**src/sv/fenwick_range_add_point_query_core_assert.svh**
```systemverilog
// ----------------------------------------------------------------------------
// Assertion macros for the range add and point query core
// Shared concurrent assertion forms, clocked on clk and disabled in reset.
// ----------------------------------------------------------------------------
`ifndef FENWICK_RANGE_ADD_POINT_QUERY_CORE_ASSERT_SVH
`define FENWICK_RANGE_ADD_POINT_QUERY_CORE_ASSERT_SVH

// The consequent must hold in the same cycle as the antecedent.
`define FRAPQ_ASSERT_IMP(label, ante, cons) \
	label: assert property (@(posedge clk) disable iff (!arst_n) (ante) |-> (cons)) \
		else $error("frapq assertion failed");

// The consequent must hold in the cycle after the antecedent.
`define FRAPQ_ASSERT_NXT(label, ante, cons) \
	label: assert property (@(posedge clk) disable iff (!arst_n) (ante) |=> (cons)) \
		else $error("frapq assertion failed");

`endif

```
**src/sv/frapq_pkg.sv**
```systemverilog
// ----------------------------------------------------------------------------
// frapq_pkg
// Types, constants and helper functions of the range add and point query core.
// ----------------------------------------------------------------------------
package frapq_pkg;

	localparam int MAX_ELEMENTS = 65536;
	localparam int TREE_AW      = $clog2(MAX_ELEMENTS);
	localparam int IDX_W        = TREE_AW + 2;

	localparam int MODE_W     = 2;
	localparam int POS_W      = 17;
	localparam int VAL_W      = 32;
	localparam int SUM_W      = 64;
	localparam int CFG_ADDR_W = 3;
	localparam int CFG_DATA_W = 32;

	localparam logic [MODE_W-1:0] MODE_LOAD  = 2'd0;
	localparam logic [MODE_W-1:0] MODE_ADD   = 2'd1;
	localparam logic [MODE_W-1:0] MODE_QUERY = 2'd2;

	localparam logic REG_SIZE_IN_USE = 1'b0;

	typedef enum logic [2:0] {
		ST_CLEAR,
		ST_IDLE,
		ST_DISPATCH,
		ST_UP_FIRST,
		ST_RIGHT_START,
		ST_UP_LAST,
		ST_QUERY,
		ST_OUT
	} ctl_state_t;

	typedef struct packed {
		logic take;
		logic clr_step;
		logic start_load;
		logic start_left;
		logic start_right;
		logic start_query;
		logic up_step;
		logic down_step;
		logic out_load;
	} cmd_t;

	typedef struct packed {
		logic [MODE_W-1:0] mode;
		logic              load_ok;
		logic              left_ok;
		logic              right_ok;
		logic              up_done;
		logic              down_done;
		logic              clr_last;
	} status_t;

	function automatic logic [IDX_W-1:0] low_bit(input logic [IDX_W-1:0] i);
		low_bit = i & (~i + IDX_W'(1));
	endfunction

endpackage

```
**src/sv/frapq_ctl.sv**
```systemverilog
// ----------------------------------------------------------------------------
// frapq_ctl
// Controller that sequences the clearing pass, tree walks and result hand-off.
// ----------------------------------------------------------------------------
module frapq_ctl (
	input  logic                 clk,
	input  logic                 arst_n,
	input  logic                 in_valid,
	output logic                 in_ready,
	input  logic                 out_ready,
	output logic                 out_valid,
	input  frapq_pkg::status_t   status,
	output frapq_pkg::cmd_t      cmd
);

	frapq_pkg::ctl_state_t state_q, state_d;
	logic                  out_valid_q;
	logic                  slot_free;

	assign slot_free = !out_valid_q || out_ready;

	always_ff @(posedge clk or negedge arst_n) begin
		if (!arst_n) begin
			state_q     <= frapq_pkg::ST_CLEAR;
			out_valid_q <= 1'b0;
		end else begin
			state_q <= state_d;
			if (cmd.out_load) begin
				out_valid_q <= 1'b1;
			end else if (out_ready) begin
				out_valid_q <= 1'b0;
			end
		end
	end

	always_comb begin
		state_d = state_q;
		case (state_q)
			frapq_pkg::ST_CLEAR: begin
				if (status.clr_last) state_d = frapq_pkg::ST_IDLE;
			end
			frapq_pkg::ST_IDLE: begin
				if (in_valid) state_d = frapq_pkg::ST_DISPATCH;
			end
			frapq_pkg::ST_DISPATCH: begin
				case (status.mode)
					frapq_pkg::MODE_LOAD: begin
						state_d = status.load_ok ? frapq_pkg::ST_UP_LAST : frapq_pkg::ST_IDLE;
					end
					frapq_pkg::MODE_ADD: begin
						state_d = status.left_ok ? frapq_pkg::ST_UP_FIRST
							: frapq_pkg::ST_RIGHT_START;
					end
					frapq_pkg::MODE_QUERY: begin
						state_d = frapq_pkg::ST_QUERY;
					end
					default: begin
						state_d = frapq_pkg::ST_IDLE;
					end
				endcase
			end
			frapq_pkg::ST_UP_FIRST: begin
				if (status.up_done) state_d = frapq_pkg::ST_RIGHT_START;
			end
			frapq_pkg::ST_RIGHT_START: begin
				state_d = status.right_ok ? frapq_pkg::ST_UP_LAST : frapq_pkg::ST_IDLE;
			end
			frapq_pkg::ST_UP_LAST: begin
				if (status.up_done) state_d = frapq_pkg::ST_IDLE;
			end
			frapq_pkg::ST_QUERY: begin
				if (status.down_done) state_d = frapq_pkg::ST_OUT;
			end
			frapq_pkg::ST_OUT: begin
				if (slot_free) state_d = frapq_pkg::ST_IDLE;
			end
			default: begin
				state_d = frapq_pkg::ST_CLEAR;
			end
		endcase
	end

	always_comb begin
		cmd         = '0;
		in_ready    = (state_q == frapq_pkg::ST_IDLE);
		out_valid   = out_valid_q;
		cmd.take    = (state_q == frapq_pkg::ST_IDLE) && in_valid;
		cmd.clr_step = (state_q == frapq_pkg::ST_CLEAR);
		cmd.start_load = (state_q == frapq_pkg::ST_DISPATCH)
			&& (status.mode == frapq_pkg::MODE_LOAD) && status.load_ok;
		cmd.start_left = (state_q == frapq_pkg::ST_DISPATCH)
			&& (status.mode == frapq_pkg::MODE_ADD) && status.left_ok;
		cmd.start_query = (state_q == frapq_pkg::ST_DISPATCH)
			&& (status.mode == frapq_pkg::MODE_QUERY);
		cmd.start_right = (state_q == frapq_pkg::ST_RIGHT_START) && status.right_ok;
		cmd.up_step   = (state_q == frapq_pkg::ST_UP_FIRST) || (state_q == frapq_pkg::ST_UP_LAST);
		cmd.down_step = (state_q == frapq_pkg::ST_QUERY);
		cmd.out_load  = (state_q == frapq_pkg::ST_OUT) && slot_free;
	end

endmodule

```
**config.mk**
```make
export PLATFORM = sky130hd
export DESIGN_NAME = frapq_ctl
export DESIGN_NICKNAME = d
export VERILOG_FILES = /design/src/sv/fenwick_range_add_point_query_core_assert.svh /design/src/sv/frapq_pkg.sv /design/src/sv/frapq_ctl.sv
export SDC_FILE = /design/constraint.sdc
export NUM_CORES = 1
export LEC_CHECK = 0
export BUFFER_PORTS_ARGS = -buffer_cell sky130_fd_sc_hd__buf_2
export CAP_MARGIN = 0
export CORE_MARGIN = 5
export CORE_UTILIZATION = 30
export CTS_CLUSTER_SIZE = 28
export DETAILED_ROUTE_END_ITERATION = 10
export GPL_TIMING_DRIVEN = 0
export MAX_ROUTING_LAYER = met4
export PLACE_DENSITY = 0.66
export SETUP_SLACK_MARGIN = 0.4
export SLEW_MARGIN = 20
export SYNTH_ARGS = -nofsm -noshare
export SYNTH_HDL_FRONTEND = slang
export SYNTH_SLANG_ARGS = --single-unit
```
**constraint.sdc**
```tcl
create_clock -name clk -period 1.7 [get_ports clk]
set_input_delay 0.17 -clock clk [delete_from_list [all_inputs] [get_ports clk]]
set_output_delay 0.17 -clock clk [all_outputs]
set_load 0.01 [all_outputs]
```
Word level (Yosys, flattened, before mapping)

Index checks and enable logic that the tools add are counted.

Flip-flop bits (word level): 4
Latch bits: 0
RAM bits: 0
Memory bits (read-only): 0
Input bits: 12
Memories: 0

Add/sub/neg operators: 0
Multipliers: 0
Div/mod/pow operators: 0
Order comparisons: 0
Equality and inequality tests: 15
Shift operators: 0
Multiplexer cells: 13
Bitwise gates (word level): 0
Reductions and logical operators: 15

Operators by type and width:

| operator           | count |
|---|---|
| $mux 3             | 9 |
| $pmux 3 s8         | 1 |
| $eq 3x3->1 const B | 4 |
| $ne 2x2->1 const B | 6 |
| $pmux 3 s3         | 1 |
| $logic_and 1x1->1  | 8 |
| $eq 3x2->1 const B | 2 |
| $reduce_and 6->1   | 1 |
| $eq 3x1->1 const B | 1 |
| $logic_not 3->1    | 1 |
| $eq 2x1->1 const B | 1 |
| $eq 2x2->1 const B | 1 |
| $logic_not 2->1    | 1 |
| $logic_or 1x1->1   | 2 |
| $mux 1             | 2 |
| $reduce_bool 2->1  | 1 |
| $logic_not 1->1    | 1 |

Logic depth before layout (Yosys ltp)

Depth after elaboration: 4
Gate-level depth with buffers: 5
Gate-level depth less buffers: 4

Worst setup path after synthesis

OpenSTA, ideal clock, no wires.

Kind: register to output
Start: register state_q[2]
End: output port cmd[6] (netlist name)
Arrival: 1.336 ns
Data required time: 1.530 ns
Path slack: 0.194 ns
Stages on the path, launching flop included: 5
Buffers on the path: 2
Cells stage by stage: dfrtp_1 > buf_6 > clkbuf_1 > nand2b_1 > nor4b_1

RTL lines:

| what                   | line            | RTL |
|---|---|---|
| from (decl)            | frapq_ctl.sv:16 | `frapq_pkg::ctl_state_t state_q, state_d;` |
| from (signal assigned) | frapq_ctl.sv:24 | `state_q <= frapq_pkg::ST_CLEAR;` |
| from (signal assigned) | frapq_ctl.sv:27 | `state_q <= state_d;` |
| to (decl)              | frapq_ctl.sv:13 | `output frapq_pkg::cmd_t cmd` |

==> results.py <==
metrics = {
    "grt": {
        "first_pass_grt_wire_length_um": 2242,
        "track_usage": 0.1524,
        "use_met1": 0.1674,
        "grt_max_degree": 8,
        "grt-busiest-layer": "met2",
        "first_global_vias": 517,
        "met3_usage_grt": 0.01533,
        "globalRouteMet2Util": 0.2575,
        "antenna_found_initial": 0,
        "total_gr_overflow": 0,
    },
    "synthesis": {
        "synthesis.yosys.warnings": 0,
        "synth_top_family_by_area": "simple AND/OR/NAND/NOR gates",
        "synthDistinctLibCells": 26,
        "synthXorXnorAreaFrac": 0.02115,
        "synthesis.area_um2": 414.1,
        "postSynthRegisterBits": 4,
        "syn_avg_cell_area_um2": 7.964,
        "seq_area_frac_synth": 0.2417,
        "synthCells": 52,
        "proportion_of_synthesized_area_in_mux_cells": 0.02417,
        "netlist.area_leader.share": 0.2417,
        "synth_compound_gate_area_share": 0.2508,
        "synth-adder-area-share": 0,
        "synth_top_cells_by_area": "sky130_fd_sc_hd__dfrtp_1, sky130_fd_sc_hd__nor2b_1, sky130_fd_sc_hd__buf_6",
        "yosysTopAreaCell": "sky130_fd_sc_hd__dfrtp_1",
        "basic_gate_share_of_the_synthesized_area_counting_and_or_nand_and_nor_cells": 0.3716,
        "synth_fp_nets": 64,
    },
    "setup_path": {
        "bufs_and_invs_on_worst_path": 2,
        "crit_slowest_cell": "sky130_fd_sc_hd__dfrtp_1",
        "delay_of_the_slowest_cell_on_the_worst_path_ns": 0.39,
        "timing_worst_setup_path_type": "reg -> out",
        "cp_top_family": "simple AND/OR/NAND/NOR gates",
        "worstSetupPathDepth": 5,
        "worst_ep_required_time_ns": 1.53,
        "worst_setup_path_end_kind": "output pin",
        "worst_setup_path_start_kind": "flip-flop",
        "reg2reg_depth": 6,
        "critical_path_arrival_ns": 1.36,
        "crit_path_cell_trace": "buf_6 > nor2b_4 > nand2b_4 > nor4b_2 > buf_2",
        "path_max_fanout": 6,
    },
    "sta": {
        "hold_viol": 0,
        "totalNegativeSetupSlack_ns": 0,
        "period_share": 0.8977,
        "transition_time_at_the_pin_with_the_least_slew_margin_ns": 0.2594,
        "final-max-slew-violation-count": 0,
        "fin_hold_ws_ns": 0.2581,
        "max_clock_freq_ghz": 0.6553,
        "setup_viol_count_final": 0,
        "worst_clock_skew_ns": 0.006028,
        "slew_headroom": 0.8267,
        "grt_setup_unrepaired": "true",
        "finalWorstPathRequiredPeriod_ns": 1.526,
    },
    "die": {
        "fp.dieArea_mm2": 0.002224,
        "initial_cell_density_of_the_core": 0.3183,
        "chipWidth_um": 47.16,
        "core.rowCount": 13,
        "coreArea_mm2": 0.001301,
        "io-pin-count": 23,
        "die-height_um": 47.16,
    },
    "job": {
        "drv.max_cap_violation_count": 0,
    },
    "power": {
        "switching_share": 0.4140,
        "p_clk_frac": 0.085,
        "vdd.ir_drop.worst_mv": 0.6892,
        "total_power_mw": 1.420,
        "power_density_mw_per_mm2": 1804,
        "netSwitchingPower_mw": 0.5878,
        "seq_power_share": 0.121,
        "static-leakage-power_nw": 0.3785,
        "p_comb_frac": 0.794,
        "cellInternalPower_mw": 0.8319,
    },
    "finish": {
        "most-common-layout-cells": "sky130_fd_sc_hd__buf_2, sky130_fd_sc_hd__buf_4, sky130_fd_sc_hd__nor2_1, sky130_fd_sc_hd__buf_6, sky130_fd_sc_hd__dfrtp_1",
        "final_common_cell": "sky130_fd_sc_hd__buf_2",
        "final_util": 0.6048,
        "flow.area_growth_from_synthesis_pct": 90.03,
        "post_route_design_area_um2": 787.0,
        "antenna-diode-count": 0,
        "fin_nets": 103,
        "ratio_of_cells_with_drive_above_1_in_the_final_layout": 0.6292,
    },
    "clocking": {
        "htree_levels": 1,
        "cts.clk_slew.worst_paths_ns": 0.04,
        "cts_inserted_buffers": 3,
        "cts.root.buffer_cell": "sky130_fd_sc_hd__clkbuf_4",
        "ctsLongestPathBuffers": 2,
        "cts_tree": "done",
        "cts_num_sinks": 4,
        "worstSkewPairLatency_ns": 0.24,
    },
    "route": {
        "initial_drt_markers": 7,
        "drt.antenna.violating_nets": 0,
        "postRouteWirelength_um": 1461,
        "drc": 0,
        "vias_cell": 4.904,
        "drt-wirelength-per-cell_um": 14.05,
        "firstDrtPassIters": 4,
        "via_count": 510,
    },
    "outcome": {
        "status": "completed",
    },
    "placement": {
        "io_buffer_count": 22,
        "routabilityCongestion": 0.7319,
        "detailed_place_hpwl_um": 862.6,
        "dpl-instance-area_um2": 565.5,
    },
    "hold_path": {
        "hold_class": "in -> async",
    },
}
[synth_stat cells]
| library cell | n |
|---|---|
| sky130_fd_sc_hd__buf_6 | 2 |
| sky130_fd_sc_hd__buf_4 | 1 |
| sky130_fd_sc_hd__inv_1 | 1 |
| sky130_fd_sc_hd__a31oi_2 | 1 |
| sky130_fd_sc_hd__nor4b_1 | 1 |
| sky130_fd_sc_hd__o22a_1 | 1 |
| sky130_fd_sc_hd__clkbuf_1 | 1 |
| sky130_fd_sc_hd__nand3_1 | 1 |
| sky130_fd_sc_hd__nand2b_1 | 3 |
| sky130_fd_sc_hd__mux2i_1 | 1 |
| sky130_fd_sc_hd__and3_1 | 1 |
| sky130_fd_sc_hd__a221o_1 | 1 |
| sky130_fd_sc_hd__nor3b_1 | 1 |
| sky130_fd_sc_hd__xnor2_1 | 1 |
| sky130_fd_sc_hd__o21ai_0 | 2 |
| sky130_fd_sc_hd__nor2_1 | 5 |
| sky130_fd_sc_hd__a211oi_2 | 1 |
| sky130_fd_sc_hd__dfrtp_1 | 4 |
| sky130_fd_sc_hd__and2_1 | 2 |
| sky130_fd_sc_hd__nor3_1 | 4 |
| sky130_fd_sc_hd__o21ai_2 | 2 |
| sky130_fd_sc_hd__nand2_1 | 3 |
| sky130_fd_sc_hd__nand3b_1 | 1 |
| sky130_fd_sc_hd__o31a_1 | 2 |
| sky130_fd_sc_hd__a21oi_1 | 3 |
| sky130_fd_sc_hd__nor2b_1 | 6 |
[cells by family (layout without fill, tap and decap cells)]
logic type             Yosys count  count (layout)
multiplexers                     1               1
AO/OA/AOI/OAI                   13              13
flip-flops                       4               4
buffers and inverters            5              42
XOR/XNOR                         1               1
AND/OR/NAND/NOR                 28              28
[flip-flops by register name, summed over array words and instances, names as in the netlist]
register   count
state_q        3
out_valid      1
[final cells by class]
cell class	count	area [µm²]
Fill cell	116	514.2
Multi-Input combinational cell	43	369.1
Timing Repair Buffer	34	214.0
Sequential cell	4	100.1
Buffer	4	58.81
Clock buffer	3	22.52
Tap cell	15	18.77
Inverter	1	3.754
[final timing paths]
check                            from          to  slack, ns
min                            arst_n  state_q[1]       0.26
max reg2reg                state_q[2]  state_q[1]       0.20
min reg2reg                 out_valid   out_valid       0.72
max                        state_q[0]      cmd[6]       0.17
min in group clk            out_ready   out_valid       0.26
max in group asynchronous      arst_n   out_valid       1.32
[per-stage QoR]
stage / instances / worst slack [ns]
after CTS: 103 / 0.1624
after detailed placement: 89 / 0.1582
after global routing: 104 / 0.1048
after global placement: 89 / 0.1786
final: 104 / 0.1740
after floorplan: 52 / 0.3142
[power by group through the flow]
stage	Sequential (mW)	Combinational (mW)	Clock (mW)
2_1_floorplan	0.175	0.514	0
3_3_place_gp	0.171	0.685	0
3_5_place_dp	0.173	0.691	0
4_1_cts	0.167	0.999	0.124
5_1_grt	0.174	1.20	0.135
6_report	0.171	1.13	0.121
[per-layer routing]
layer	wire length [µm]	up-vias
li1	-	259
met1	605	227
met2	753	22
met3	82	2
met4	19	0
met5	0	-
[timing repair]
| action | CTS | global route |
|---|---|---|
| pin swaps | 4 | 4 |
| hold endpoints to repair | 4 | 0 |
| hold buffers | 1 | 0 |
| gates resized for setup | 14 | 8 |
| buffers inserted | 10 | 1 |
| setup endpoints to repair | 12 | 13 |
Power figures use the tool's default switching activity.
